==> src/rtl/core/irctok_pkg.sv <==
`timescale 1ns / 1ps
`default_nettype none

package irctok_pkg;

    localparam int MAX_ARGS = 16;
    localparam int ARGC_W   = 5;
    localparam int QDEPTH   = 4;
    localparam int QPTR_W   = $clog2(QDEPTH);

    localparam logic [7:0] CHAR_NUL   = 8'h00;
    localparam logic [7:0] CHAR_LF    = 8'h0A;
    localparam logic [7:0] CHAR_CR    = 8'h0D;
    localparam logic [7:0] CHAR_SPACE = 8'h20;
    localparam logic [7:0] CHAR_BANG  = 8'h21;
    localparam logic [7:0] CHAR_COLON = 8'h3A;
    localparam logic [7:0] CHAR_AT    = 8'h40;

    typedef enum logic [2:0] {
        KIND_NICK = 3'd0,
        KIND_USER = 3'd1,
        KIND_HOST = 3'd2,
        KIND_CMD  = 3'd3,
        KIND_ARG  = 3'd4,
        KIND_END  = 3'd5
    } kind_t;

    typedef enum logic [2:0] {
        PH_START    = 3'd0,
        PH_NICK     = 3'd1,
        PH_USER     = 3'd2,
        PH_HOST     = 3'd3,
        PH_CMD      = 3'd4,
        PH_ARGSTART = 3'd5,
        PH_ARG      = 3'd6
    } phase_t;

    typedef struct packed {
        logic [7:0]        out_byte;
        kind_t             field_kind;
        logic [3:0]        arg_number;
        logic              is_trailing;
        logic              line_done;
        logic [ARGC_W-1:0] arg_total;
        logic              line_status;
        logic              last;
    } result_t;

    typedef struct packed {
        logic    two;
        result_t r0;
        result_t r1;
    } work_t;

    typedef struct packed {
        logic full;
        logic empty;
    } q_status_t;

endpackage

`default_nettype wire

==> src/rtl/core/irctok_byte_if.sv <==
`timescale 1ns / 1ps
`default_nettype none

interface irctok_byte_if;
    logic       valid;
    logic       ready;
    logic [7:0] in_byte;

    modport source (output valid, output in_byte, input ready);
    modport sink (input valid, input in_byte, output ready);
endinterface

`default_nettype wire

==> src/rtl/core/irctok_tok_if.sv <==
`timescale 1ns / 1ps
`default_nettype none

interface irctok_tok_if;
    logic                         valid;
    logic                         ready;
    logic [7:0]                   out_byte;
    logic [2:0]                   field_kind;
    logic [3:0]                   arg_number;
    logic                         is_trailing;
    logic                         line_done;
    logic [irctok_pkg::ARGC_W-1:0] arg_total;
    logic                         line_status;
    logic                         last;

    modport source (output valid, output out_byte, output field_kind, output arg_number,
                    output is_trailing, output line_done, output arg_total,
                    output line_status, output last, input ready);
    modport sink (input valid, input out_byte, input field_kind, input arg_number,
                  input is_trailing, input line_done, input arg_total,
                  input line_status, input last, output ready);
endinterface

`default_nettype wire

==> src/rtl/core/irctok_front.sv <==
`timescale 1ns / 1ps
`default_nettype none

module irctok_front (
    input  wire                     clk,
    input  wire                     rst_n,
    irctok_byte_if.sink             bytes,
    input  irctok_pkg::q_status_t   q_status,
    output logic                    push,
    output irctok_pkg::work_t       push_data
);

    typedef struct packed {
        irctok_pkg::phase_t              phase;
        logic [irctok_pkg::ARGC_W-1:0]   argc;
        logic                            azb;
        logic                            trail;
    } tok_state_t;

    typedef struct packed {
        tok_state_t          st;
        logic                emit;
        irctok_pkg::result_t r;
    } cont_t;

    function automatic cont_t content_eval(input tok_state_t s, input logic [7:0] b);
        cont_t                           c;
        irctok_pkg::phase_t              ph;
        logic                            absorb;
        logic [irctok_pkg::ARGC_W-1:0]   am1;
        c          = '0;
        c.st       = s;
        c.r.out_byte = b;
        ph         = s.phase;
        absorb     = s.trail || (s.argc >= irctok_pkg::ARGC_W'(irctok_pkg::MAX_ARGS));
        am1        = s.argc - irctok_pkg::ARGC_W'(1);
        if (!s.azb)
        begin
            if (b == irctok_pkg::CHAR_NUL)
            begin
                c.st.azb = 1'b1;
            end
            else if (ph == irctok_pkg::PH_START && b == irctok_pkg::CHAR_COLON)
            begin
                c.st.phase = irctok_pkg::PH_NICK;
            end
            else
            begin
                if (ph == irctok_pkg::PH_START)
                begin
                    ph         = irctok_pkg::PH_CMD;
                    c.st.phase = irctok_pkg::PH_CMD;
                end
                case (ph)
                    irctok_pkg::PH_NICK:
                    begin
                        if (b == irctok_pkg::CHAR_SPACE)
                        begin
                            c.st.phase = irctok_pkg::PH_CMD;
                        end
                        else if (b == irctok_pkg::CHAR_BANG)
                        begin
                            c.st.phase = irctok_pkg::PH_USER;
                        end
                        else
                        begin
                            c.emit         = 1'b1;
                            c.r.field_kind = irctok_pkg::KIND_NICK;
                        end
                    end
                    irctok_pkg::PH_USER:
                    begin
                        if (b == irctok_pkg::CHAR_SPACE)
                        begin
                            c.st.phase = irctok_pkg::PH_CMD;
                        end
                        else if (b == irctok_pkg::CHAR_AT)
                        begin
                            c.st.phase = irctok_pkg::PH_HOST;
                        end
                        else
                        begin
                            c.emit         = 1'b1;
                            c.r.field_kind = irctok_pkg::KIND_USER;
                        end
                    end
                    irctok_pkg::PH_HOST:
                    begin
                        if (b == irctok_pkg::CHAR_SPACE)
                        begin
                            c.st.phase = irctok_pkg::PH_CMD;
                        end
                        else
                        begin
                            c.emit         = 1'b1;
                            c.r.field_kind = irctok_pkg::KIND_HOST;
                        end
                    end
                    irctok_pkg::PH_CMD:
                    begin
                        if (b == irctok_pkg::CHAR_SPACE)
                        begin
                            c.st.argc  = irctok_pkg::ARGC_W'(1);
                            c.st.phase = irctok_pkg::PH_ARGSTART;
                        end
                        else
                        begin
                            c.emit         = 1'b1;
                            c.r.field_kind = irctok_pkg::KIND_CMD;
                        end
                    end
                    default:
                    begin
                        if (ph == irctok_pkg::PH_ARGSTART && b == irctok_pkg::CHAR_COLON)
                        begin
                            c.st.trail = 1'b1;
                            c.st.phase = irctok_pkg::PH_ARG;
                        end
                        else if (!absorb && b == irctok_pkg::CHAR_SPACE)
                        begin
                            c.st.argc  = s.argc + irctok_pkg::ARGC_W'(1);
                            c.st.phase = irctok_pkg::PH_ARGSTART;
                        end
                        else
                        begin
                            c.st.phase      = irctok_pkg::PH_ARG;
                            c.emit          = 1'b1;
                            c.r.field_kind  = irctok_pkg::KIND_ARG;
                            c.r.arg_number  = am1[3:0];
                            c.r.is_trailing = s.trail;
                        end
                    end
                endcase
            end
        end
        return c;
    endfunction

    function automatic tok_state_t st_line_rst();
        tok_state_t s;
        s       = '0;
        s.phase = irctok_pkg::PH_START;
        return s;
    endfunction

    tok_state_t          st_reg;
    tok_state_t          st_next;
    logic                cr_reg;
    logic                cr_next;

    tok_state_t          st_line;
    tok_state_t          s1;
    cont_t               c1;
    cont_t               c2;
    logic                use1;
    logic                e1;
    logic                eb;
    logic                is_cr;
    logic                is_end;
    logic                no_cmd;
    logic                accept;
    irctok_pkg::result_t rb;
    irctok_pkg::result_t r_end;

    assign bytes.ready = !q_status.full;
    assign accept      = bytes.valid && bytes.ready;

    always_comb
    begin
        st_line       = '0;
        st_line.phase = irctok_pkg::PH_START;
        is_cr  = (bytes.in_byte == irctok_pkg::CHAR_CR);
        is_end = (bytes.in_byte == irctok_pkg::CHAR_LF) && cr_reg;
        use1   = cr_reg && (bytes.in_byte != irctok_pkg::CHAR_LF);
        c1     = content_eval(st_reg, irctok_pkg::CHAR_CR);
        s1     = use1 ? c1.st : st_reg;
        e1     = use1 && c1.emit;
        c2     = content_eval(s1, bytes.in_byte);
        no_cmd = (s1.phase == irctok_pkg::PH_NICK) || (s1.phase == irctok_pkg::PH_USER)
              || (s1.phase == irctok_pkg::PH_HOST);
    end

    // next state
    always_comb
    begin
        if (is_cr)
        begin
            st_next = s1;
            cr_next = 1'b1;
        end
        else if (is_end)
        begin
            st_next = st_line;
            cr_next = 1'b0;
        end
        else
        begin
            st_next = c2.st;
            cr_next = 1'b0;
        end
    end

    // outputs
    always_comb
    begin
        r_end             = '0;
        r_end.field_kind  = irctok_pkg::KIND_END;
        r_end.line_done   = 1'b1;
        r_end.arg_total   = no_cmd ? '0 : s1.argc;
        r_end.line_status = no_cmd;
        rb = is_end ? r_end : c2.r;
        eb = is_end || (!is_cr && c2.emit);
        rb.last = 1'b1;
        push_data.two     = e1 && eb;
        push_data.r1      = rb;
        push_data.r0      = e1 ? c1.r : rb;
        push_data.r0.last = !(e1 && eb);
        push = accept && (e1 || eb);
    end

    always_ff @(posedge clk or negedge rst_n)
    begin
        if (!rst_n)
        begin
            st_reg <= st_line_rst();
            cr_reg <= 1'b0;
        end
        else if (accept)
        begin
            st_reg <= st_next;
            cr_reg <= cr_next;
        end
    end

endmodule

`default_nettype wire

==> src/rtl/core/irctok_queue.sv <==
`timescale 1ns / 1ps
`default_nettype none

module irctok_queue (
    input  wire                     clk,
    input  wire                     rst_n,
    input  logic                    push,
    input  irctok_pkg::work_t       push_data,
    input  logic                    pop,
    output irctok_pkg::work_t       head,
    output irctok_pkg::q_status_t   q_status
);

    irctok_pkg::work_t               mem_reg [irctok_pkg::QDEPTH];
    logic [irctok_pkg::QPTR_W-1:0]   wr_reg;
    logic [irctok_pkg::QPTR_W-1:0]   wr_next;
    logic [irctok_pkg::QPTR_W-1:0]   rd_reg;
    logic [irctok_pkg::QPTR_W-1:0]   rd_next;
    logic [irctok_pkg::QPTR_W:0]     cnt_reg;
    logic [irctok_pkg::QPTR_W:0]     cnt_next;

    assign q_status.full  = (cnt_reg == (irctok_pkg::QPTR_W+1)'(irctok_pkg::QDEPTH));
    assign q_status.empty = (cnt_reg == '0);
    assign head           = mem_reg[rd_reg];

    always_comb
    begin
        wr_next  = push ? wr_reg + 1'b1 : wr_reg;
        rd_next  = pop ? rd_reg + 1'b1 : rd_reg;
        cnt_next = cnt_reg + (irctok_pkg::QPTR_W+1)'(push) - (irctok_pkg::QPTR_W+1)'(pop);
    end

    always_ff @(posedge clk)
    begin
        if (push)
        begin
            mem_reg[wr_reg] <= push_data;
        end
    end

    always_ff @(posedge clk or negedge rst_n)
    begin
        if (!rst_n)
        begin
            wr_reg  <= '0;
            rd_reg  <= '0;
            cnt_reg <= '0;
        end
        else
        begin
            wr_reg  <= wr_next;
            rd_reg  <= rd_next;
            cnt_reg <= cnt_next;
        end
    end

endmodule

`default_nettype wire

==> src/rtl/core/irctok_back.sv <==
`timescale 1ns / 1ps
`default_nettype none

module irctok_back (
    input  wire                     clk,
    input  wire                     rst_n,
    input  irctok_pkg::work_t       head,
    input  irctok_pkg::q_status_t   q_status,
    output logic                    pop,
    irctok_tok_if.source            tokens
);

    irctok_pkg::result_t out_reg;
    irctok_pkg::result_t out_next;
    irctok_pkg::result_t pend_reg;
    irctok_pkg::result_t pend_next;
    logic                ov_reg;
    logic                ov_next;
    logic                pv_reg;
    logic                pv_next;
    logic                free;

    always_comb
    begin
        free      = !ov_reg || tokens.ready;
        out_next  = out_reg;
        pend_next = pend_reg;
        ov_next   = ov_reg;
        pv_next   = pv_reg;
        pop       = 1'b0;
        if (free)
        begin
            if (pv_reg)
            begin
                // send second word of the pair
                out_next = pend_reg;
                ov_next  = 1'b1;
                pv_next  = 1'b0;
            end
            else if (!q_status.empty)
            begin
                out_next  = head.r0;
                pend_next = head.r1;
                ov_next   = 1'b1;
                pv_next   = head.two;
                pop       = 1'b1;
            end
            else
            begin
                ov_next = 1'b0;
            end
        end
    end

    always_ff @(posedge clk)
    begin
        out_reg  <= out_next;
        pend_reg <= pend_next;
    end

    always_ff @(posedge clk or negedge rst_n)
    begin
        if (!rst_n)
        begin
            ov_reg <= 1'b0;
            pv_reg <= 1'b0;
        end
        else
        begin
            ov_reg <= ov_next;
            pv_reg <= pv_next;
        end
    end

    assign tokens.valid       = ov_reg;
    assign tokens.out_byte    = out_reg.out_byte;
    assign tokens.field_kind  = out_reg.field_kind;
    assign tokens.arg_number  = out_reg.arg_number;
    assign tokens.is_trailing = out_reg.is_trailing;
    assign tokens.line_done   = out_reg.line_done;
    assign tokens.arg_total   = out_reg.arg_total;
    assign tokens.line_status = out_reg.line_status;
    assign tokens.last        = out_reg.last;

endmodule

`default_nettype wire

==> src/rtl/core/irc_line_tokenizer.sv <==
// Path: a byte's words are queued, then loaded into the output register when it is free.
// Throughput: one byte per cycle while the queue is not full; a byte yielding two
// words (held CR) takes one entry of the 4-entry queue between tokenizer and output.
// Reset: rst_n asynchronous, active low; clears the line state, held CR, queue and
// output valid. Payload registers are not reset.
`timescale 1ns / 1ps
`default_nettype none

module irc_line_tokenizer (
    input  wire             clk,
    input  wire             rst_n,
    irctok_byte_if.sink     bytes,
    irctok_tok_if.source    tokens
);

    irctok_pkg::q_status_t q_status;
    irctok_pkg::work_t     push_data;
    irctok_pkg::work_t     head;
    logic                  push;
    logic                  pop;

    irctok_front u_front (
        .clk       (clk),
        .rst_n     (rst_n),
        .bytes     (bytes),
        .q_status  (q_status),
        .push      (push),
        .push_data (push_data)
    );

    irctok_queue u_queue (
        .clk       (clk),
        .rst_n     (rst_n),
        .push      (push),
        .push_data (push_data),
        .pop       (pop),
        .head      (head),
        .q_status  (q_status)
    );

    irctok_back u_back (
        .clk      (clk),
        .rst_n    (rst_n),
        .head     (head),
        .q_status (q_status),
        .pop      (pop),
        .tokens   (tokens)
    );

    a_no_overflow: assert property (@(posedge clk) disable iff (!rst_n)
        q_status.full |-> !push)
        else $error("push into full queue");

    a_no_underflow: assert property (@(posedge clk) disable iff (!rst_n)
        q_status.empty |-> !pop)
        else $error("pop from empty queue");

    a_pair_follows: assert property (@(posedge clk) disable iff (!rst_n)
        (tokens.valid && tokens.ready && !tokens.last) |=> tokens.valid)
        else $error("second word of pair missing");

    a_marker_last: assert property (@(posedge clk) disable iff (!rst_n)
        (tokens.valid && tokens.line_done) |->
            (tokens.last && tokens.out_byte == irctok_pkg::CHAR_NUL
             && tokens.field_kind == irctok_pkg::KIND_END))
        else $error("malformed line-end marker");

endmodule

`default_nettype wire
==> src/flat_wrapper.sv <==
// flat-port wrapper written by rule: the top's interface ports become plain ports
module irc_line_tokenizer_flat 
  (clk, rst_n, bytes_valid, bytes_in_byte, bytes_ready, tokens_valid, tokens_out_byte, tokens_field_kind, tokens_arg_number, tokens_is_trailing, tokens_line_done, tokens_arg_total, tokens_line_status, tokens_last, tokens_ready);
  irctok_byte_if bytes_i ();
  irctok_tok_if tokens_i ();
  input  wire clk;
  input  wire rst_n;
  input wire logic [$bits(bytes_i.valid)-1:0] bytes_valid;
  input wire logic [$bits(bytes_i.in_byte)-1:0] bytes_in_byte;
  output wire logic [$bits(bytes_i.ready)-1:0] bytes_ready;
  output wire logic [$bits(tokens_i.valid)-1:0] tokens_valid;
  output wire logic [$bits(tokens_i.out_byte)-1:0] tokens_out_byte;
  output wire logic [$bits(tokens_i.field_kind)-1:0] tokens_field_kind;
  output wire logic [$bits(tokens_i.arg_number)-1:0] tokens_arg_number;
  output wire logic [$bits(tokens_i.is_trailing)-1:0] tokens_is_trailing;
  output wire logic [$bits(tokens_i.line_done)-1:0] tokens_line_done;
  output wire logic [$bits(tokens_i.arg_total)-1:0] tokens_arg_total;
  output wire logic [$bits(tokens_i.line_status)-1:0] tokens_line_status;
  output wire logic [$bits(tokens_i.last)-1:0] tokens_last;
  input wire logic [$bits(tokens_i.ready)-1:0] tokens_ready;
  assign bytes_i.valid = bytes_valid;
  assign bytes_i.in_byte = bytes_in_byte;
  assign bytes_ready = bytes_i.ready;
  assign tokens_valid = tokens_i.valid;
  assign tokens_out_byte = tokens_i.out_byte;
  assign tokens_field_kind = tokens_i.field_kind;
  assign tokens_arg_number = tokens_i.arg_number;
  assign tokens_is_trailing = tokens_i.is_trailing;
  assign tokens_line_done = tokens_i.line_done;
  assign tokens_arg_total = tokens_i.arg_total;
  assign tokens_line_status = tokens_i.line_status;
  assign tokens_last = tokens_i.last;
  assign tokens_i.ready = tokens_ready;
  irc_line_tokenizer u_core (.clk(clk), .rst_n(rst_n), .bytes(bytes_i), .tokens(tokens_i));
endmodule
==> config.mk <==
export PLATFORM = sky130hd
export DESIGN_NAME = irc_line_tokenizer_flat
export DESIGN_NICKNAME = d
export VERILOG_FILES = /design/src/rtl/core/irctok_pkg.sv /design/src/rtl/core/irctok_byte_if.sv /design/src/rtl/core/irctok_tok_if.sv /design/src/rtl/core/irctok_front.sv /design/src/rtl/core/irctok_queue.sv /design/src/rtl/core/irctok_back.sv /design/src/rtl/core/irc_line_tokenizer.sv /design/src/flat_wrapper.sv
export SDC_FILE = /design/constraint.sdc
export NUM_CORES = 1
export LEC_CHECK = 0
export ABC_AREA = 1
export BUFFER_PORTS_ARGS = -buffer_cell sky130_fd_sc_hd__buf_2
export CAP_MARGIN = 5
export CELL_PAD_IN_SITES_DETAIL_PLACEMENT = 1
export CELL_PAD_IN_SITES_GLOBAL_PLACEMENT = 2
export CORE_UTILIZATION = 43
export CTS_CLUSTER_SIZE = 24
export DETAILED_ROUTE_END_ITERATION = 10
export PLACE_DENSITY = 0.89
export SETUP_SLACK_MARGIN = 0.05
export SYNTH_ARGS = -nofsm -noshare
export SYNTH_HDL_FRONTEND = slang
export SYNTH_SLANG_ARGS = --single-unit
==> constraint.sdc <==
create_clock -name clk -period 5.5 [get_ports clk]
set_clock_uncertainty 0.05 [all_clocks]
set_input_delay 0.275 -clock clk [delete_from_list [all_inputs] [get_ports clk]]
set_output_delay 0.275 -clock clk [all_outputs]
set_load 0.05 [all_outputs]
==> results_dict.tcl, run 1 <==
set metrics [dict create \
    dpl-instance-area_sq_um 11100 \
    cts_tree "yes" \
    fmax_mhz 272 \
    drc 0 \
    synth-simple-area-share_pct 13.2 \
    clkLatencyLatePin_ps 520 \
    async_flop_share_pct 7.72 \
    place_inst 1204 \
    gr-total-overflow 0 \
    cts_buffers 27 \
    synth_top_area_share_pct 67.6 \
    largest_reg_flops 192 \
    num_vias 6858 \
    clockBufferDepth 3 \
    layout_min_cycle_time_ps 3680 \
    dp_hpwl_microns 15600 \
    whs_ps 51.1 \
    first_pass_iters 4 \
    synth_top_family_by_area "simple AND/OR/NAND/NOR gates" \
    fillers 2549 \
    slew_headroom_pct 33.7 \
    avgViaCountPerCell 5.45 \
    coreArea_sq_um 24200 \
    slew_violations 0 \
    worstPathCellList "dlygate4sd3_1 -> buf_2 -> inv_2 -> nand2_1 -> nor2_2 -> nand3_1 -> inv_2 -> nor2_1 -> nand2_2 -> nand2_4 -> ha_1 -> inv_1 -> ha_1 -> inv_1 -> fa_1 -> xnor2_1" \
    p_per_area_nw_per_um2 595 \
    post-synth-top-count-cell "edfxtp_1" \
    rows 57 \
    cts_sinks 259 \
    drt_iter0_drc 474 \
    num_io_pins 38 \
    hold_path_class "in -> reg" \
    ant_nets 0 \
    design.die.area_sq_um 25300 \
    finalWirelength_microns 26200 \
    start_util_pct 43.8 \
    synth_compound_area_share_pct 9.01 \
    grt_start_max_net_pins 98 \
    crit_arrival_ps 4030 \
    cts_root_buffer "clkbuf_16" \
    synth_xor_area_share_pct 0.578 \
    period_share_pct 66.8 \
    synth_common_cells "edfxtp_1, nor2_1, o21ai_0, nand2_1, inv_1" \
    crit_path_start "bytes_in_byte[6]" \
    hold_violations 0 \
    area_growth_pct 13.3 \
    ys_seq_area_share_pct 72.3 \
    stdcell_count 1258 \
    rsz0062_at_grt "false" \
    syn_area_per_cell_sq_um 12.1 \
    die_w_microns 159 \
    cts.reportedPaths.clkPinSlew_ps 60 \
    rr_startpoint "u_core.u_front.cr_reg" \
    rrSetupSlack_ps 2230 \
    first_global_vias 7343 \
    setup_viol 0 \
    synth.net_count 901 \
    die_h_microns 159 \
    start_kind "primary input" \
    ys.flop_type "edfxtp_1" \
    synth_fa_ha_area_share_pct 1.13 \
    grt_pass1_wl_microns 40800 \
    grt.total_usage_pct 20.9 \
    slowest_stage "nand3_1" \
    synth_area_leaders "edfxtp_1, nor2_1, o21ai_0" \
    htreeDepth 1 \
    max_stage_delay_ps 700 \
    grt_antenna_before_repair 0 \
    cp.required_ps 5860 \
    worst-slew-pin-transition_ps 993 \
    cp-end-kind "register" \
    place.gp.congestion 0.835 \
    ys_seq_elements 259 \
    peakVddDrop_mv 0.339 \
    ctsResizeCount 0 \
    fin_area_sq_um 12000 \
    drv_cap 0 \
    synth.distinct_cells 35 \
    syn_inst 880 \
    synth_area_sq_um 10600 \
    antenna_cells 0 \
    p_leak_uw 0.00433 \
    synth_enable_flop_cells 239 \
    drt-wirelength-per-cell_microns 20.8 \
    final_layout_size_suffix_gt1_share_pct 12.8 \
    status "finished, final reports clean" \
    worstPathMaxFanout 21 \
    final.setup.tns_ps 0 \
    synth_mux_area_share_pct 0.106 \
    hold_start "bytes_valid" \
    yosysTopAreaCell "edfxtp_1" \
    final_nets 937 \
    yosysWarnings 0 \
    critPathKind "in -> reg" \
    fin_util_pct 49.6 \
    numPortBuffers 37 \
]
cell type report:
class	instances	area, sq um	area share [%]
flip-flops and latches	259	7680	63.8
multi-input cells	519	2580	21.5
clock buffers	38	757	6.29
well taps	324	405	3.37
repair buffers	54	330	2.75
inverters	55	208	1.73
clock inverters	9	68.8	0.572
cells by family after synthesis:
| group | after synthesis |
|---|---|
| buffers and inverters | 102 |
| DFF | 259 |
| xor gates and xnor gates | 7 |
| adders and majority gates | 9 |
| and+or+nand+nor | 327 |
| AOI/OAI and AO/OA | 175 |
| muxes | 1 |
layer usage:
layer  GRT usage (%)  routed length, microns  up-vias
li1                -                       -     3177
met1            27.7                   11500     3466
met2            35.5                   12900      178
met3            3.18                    1280       37
met4            6.51                     518        0
met5               0                       0        -
worst max-delay path: cells and delay by family:
family,cells,cell delay (ps)
buffers and inverters,6,1360
adders and majority gates,3,830
xor gates and xnor gates,1,130
and+or+nand+nor,6,1410
placed cells by master (no fill, tap or decap), drive strengths merged:
| master | Yosys | routed |
|---|---|---|
| o21ai | 107 | 107 |
| nand4 | 8 | 8 |
| nand3 | 19 | 19 |
| o221ai | 3 | 3 |
| clkinvlp | 0 | 1 |
| a31oi | 23 | 23 |
| nand2 | 72 | 72 |
| clkbuf | 45 | 38 |
| mux2 | 1 | 1 |
| o22ai | 24 | 24 |
| fa | 1 | 1 |
| xnor2 | 3 | 3 |
| nand3b | 1 | 1 |
| a21oi | 16 | 16 |
| buf | 2 | 47 |
| o2111ai | 1 | 1 |
| dfrtp | 20 | 20 |
| dlygate4sd3 | 0 | 7 |
| o31ai | 1 | 1 |
| nor3 | 16 | 16 |
| nor2 | 211 | 211 |
| edfxtp | 239 | 239 |
| xor2 | 4 | 4 |
| inv | 55 | 54 |
| clkinv | 0 | 8 |
| bufinv | 0 | 1 |
| ha | 8 | 8 |
what timing repair did:
| item | 4_1_cts | 5_1_grt |
|---|---|---|
| setup buffers | 0 | 0 |
| endpoints found under the setup margin | 0 | 0 |
| hold buffers | 7 | 0 |
| endpoints found under the hold margin | 44 | 0 |
stage by stage:
| step | total power [uW] | worst slack, ps |
|---|---|---|
| finish | 7150 | 1820 |
| CTS | 7220 | 1810 |
| detailed placement | 5480 | 1820 |
| global placement | 5370 | 1950 |
| global route | 7530 | 1540 |
| floorplan | 4710 | 1590 |
report_power, final:
part	switching, uW	internal [uW]
Sequential	237	2910
Clock	716	997
Combinational	1730	561
Total	2690	4470
path summary, 6_finish.rpt:
path                       cells after the start                   endpoint
min in group asynchronous                      2   u_core.u_queue.rd_reg[1]
max                                           16  u_core.u_queue.cnt_reg[2]
min                                            4      u_core.u_front.cr_reg
max in group asynchronous                      2   u_core.u_queue.rd_reg[0]
min reg2reg                                    1  u_core.u_queue.cnt_reg[0]
max reg2reg                                   11  u_core.u_queue.cnt_reg[2]
(Power assumes the default switching activity.)
==> run 2, diff against run 1 <==
==> constraint.sdc (replaced) <==
create_clock -name clk -period 3.52 [get_ports clk]
set_clock_uncertainty 0.05 [all_clocks]
set_input_delay 0.176 -clock clk [delete_from_list [all_inputs] [get_ports clk]]
set_output_delay 0.176 -clock clk [all_outputs]
set_load 0.05 [all_outputs]
==> run 2 against run 1 <==
Effect of this change:
- setup slack worse by 1400 ps
- hold slack better by 76 ps
- wire length is 3.0% lower
- sequential power is 53% higher
- total power is 56% higher
- die area stayed put
- critical path depth is 1 higher
- critical path type unchanged
- critical endpoint unchanged
- largest cell class unchanged
- largest power group unchanged
==> results_dict.tcl, run 2 (synthesis results as in run 1) <==
set metrics [dict create \
    first_global_vias 7163 \
    die_w_microns 159 \
    die_h_microns 159 \
    first_pass_iters 5 \
    avgViaCountPerCell 5.41 \
    finalPower_uw 11200 \
    cp_common_cell "inv_1" \
    dp_hpwl_microns 15100 \
    layout_min_cycle_time_ps 3060 \
    multi_input_area_sq_um 2580 \
    rr_worst_depth 17 \
    comb_power_share_pct 33.1 \
    max_stage_delay_ps 540 \
    largest_reg_flops 192 \
    fin_util_pct 50.0 \
    grt.total_usage_pct 20.4 \
    clockBufferDepth 3 \
    drt_iter0_drc 409 \
    rrSetupSlack_ps 560 \
    fin_ws_ps 459 \
    hold_path_class "in -> async" \
    layout_common_cells "edfxtp_1, nor2_1, o21ai_0, nand2_1, inv_1" \
    design.die.area_sq_um 25300 \
    cts_tree "yes" \
    worstPathMaxFanout 15 \
    grt_pass1_wl_microns 40100 \
    rsz0062_at_grt "false" \
    drc 0 \
    seq_power_share_pct 43.0 \
    cts_buffers 27 \
    rr_startpoint "u_core.u_front.st_reg[7]" \
    worstPathCellList "dlygate4sd3_1 -> buf_2 -> inv_1 -> nand2_1 -> nor2_2 -> nand2_2 -> nand3_2 -> inv_1 -> nor2_1 -> nand2_2 -> nand2_4 -> ha_1 -> inv_1 -> ha_1 -> inv_1 -> fa_1 -> xnor2_1" \
    p_per_area_nw_per_um2 922 \
    final_common_cell "edfxtp_1" \
    slew_headroom_pct 30.0 \
    crit_path_start "bytes_in_byte[7]" \
    cts_root_buffer "clkbuf_16" \
    cts.reportedPaths.clkPinSlew_ps 60 \
    slew_violations 0 \
    p_int_uw 7040 \
    htreeDepth 1 \
    finalWirelength_microns 25400 \
    place.gp.congestion 0.943 \
    area_growth_pct 14.3 \
    ant_nets 0 \
    clkLatencyLatePin_ps 530 \
    p_sw_uw 4150 \
    grt_antenna_before_repair 0 \
    grt_start_max_net_pins 98 \
    drv_cap 0 \
    slowest_stage "dlygate4sd3_1" \
    num_io_pins 38 \
    rows 57 \
    final_nets 940 \
    ctsResizeCount 0 \
    peakVddDrop_mv 0.536 \
    gr-total-overflow 0 \
    r2r_end "u_core.u_queue.cnt_reg[2]" \
    swShare_pct 37.1 \
    clkPwrFrac_pct 23.9 \
    cts_sinks 259 \
    whs_ps 127 \
    critPathKind "in -> reg" \
    place_inst 1205 \
    start_kind "primary input" \
    cp.required_ps 3870 \
    period_share_pct 87.0 \
    coreArea_sq_um 24200 \
    antenna_cells 0 \
    place_ws_ps 480 \
    fillers 2534 \
    p_leak_uw 0.00436 \
    setup_viol 0 \
    cp-end-kind "register" \
    drt-wirelength-per-cell_microns 20.1 \
    stdcell_count 1263 \
    status "finished, final reports clean" \
    crit_arrival_ps 3410 \
    fmax_mhz 327 \
    hold_violations 0 \
    final_layout_size_suffix_gt1_share_pct 12.9 \
    num_vias 6835 \
    start_util_pct 43.8 \
    regArea_sq_um 7680 \
    numPortBuffers 37 \
    worst-slew-pin-transition_ps 1050 \
]
-- run 2: cell types whose count changed in the layout (fill, tap and decap cells not counted) --
cell           change
buf_12             +5
buf_4              -4
clkinv_1           +2
clkinv_2           -1
clkinv_4           +1
clkinvlp_4         -1
dlygate4sd3_1      +2
inv_6              +1
-- run 2: power groups by stage --
| stage | Combinational (uW) | Clock (uW) | Sequential [uW] |
|---|---|---|---|
| floorplan | 2010 | 0 | 5350 |
| global placement | 3610 | 0 | 4820 |
| detailed placement | 3730 | 0 | 4870 |
| CTS | 3760 | 2720 | 4820 |
| global route | 4080 | 2820 | 4880 |
| finish | 3700 | 2680 | 4810 |
-- run 2: cell type report --
cell class              count  area share, %
clock buffers              38           6.24
clock inverters            11          0.670
inverters                  55           1.71
multi-input cells         519           21.3
flip-flops and latches    259           63.3
well taps                 324           3.34
repair buffers             57           3.46
-- run 2: per-stage QoR --
step / TNS [ps] / instance area (sq um)
CTS: 0 / 12100
detailed placement: 0 / 11200
floorplan: -74320 / 10600
global route: 0 / 12100
global placement: 0 / 11200
finish: 0 / 12100
-- run 2: worst max path at each step --
stage / end / slack [ps] / cells after the start
2_1_floorplan: u_core.u_queue.mem_reg[0][0] / -390 / 12
5_1_grt: u_core.u_queue.cnt_reg[2] / 180 / 17
4_1_cts: u_core.u_queue.cnt_reg[2] / 450 / 17
3_3_place_gp: u_core.u_queue.cnt_reg[1] / 610 / 16
3_5_place_dp: u_core.u_queue.cnt_reg[2] / 480 / 16
6_report: u_core.u_queue.cnt_reg[2] / 460 / 17
-- run 2: worst max-delay path, delay by kind of cell --
kind / cells / cell delay [ps]
fa+ha+maj: 3 / 800
simple gates: 7 / 1260
xor+xnor: 1 / 150
buf+inv: 6 / 1030
-- run 2: what timing repair did --
action                                  CTS  global route
hold buffers                              9             0
endpoints found under the setup margin    0             0
setup buffers                             0             0
hold endpoints to repair                 47             0
-- run 2: routing by layer --
metal  track usage (%)  routed length, microns
met5                 0                       0
met4              4.85                     398
met3              2.71                    1080
met2              34.6                   12600
met1              27.8                   11300
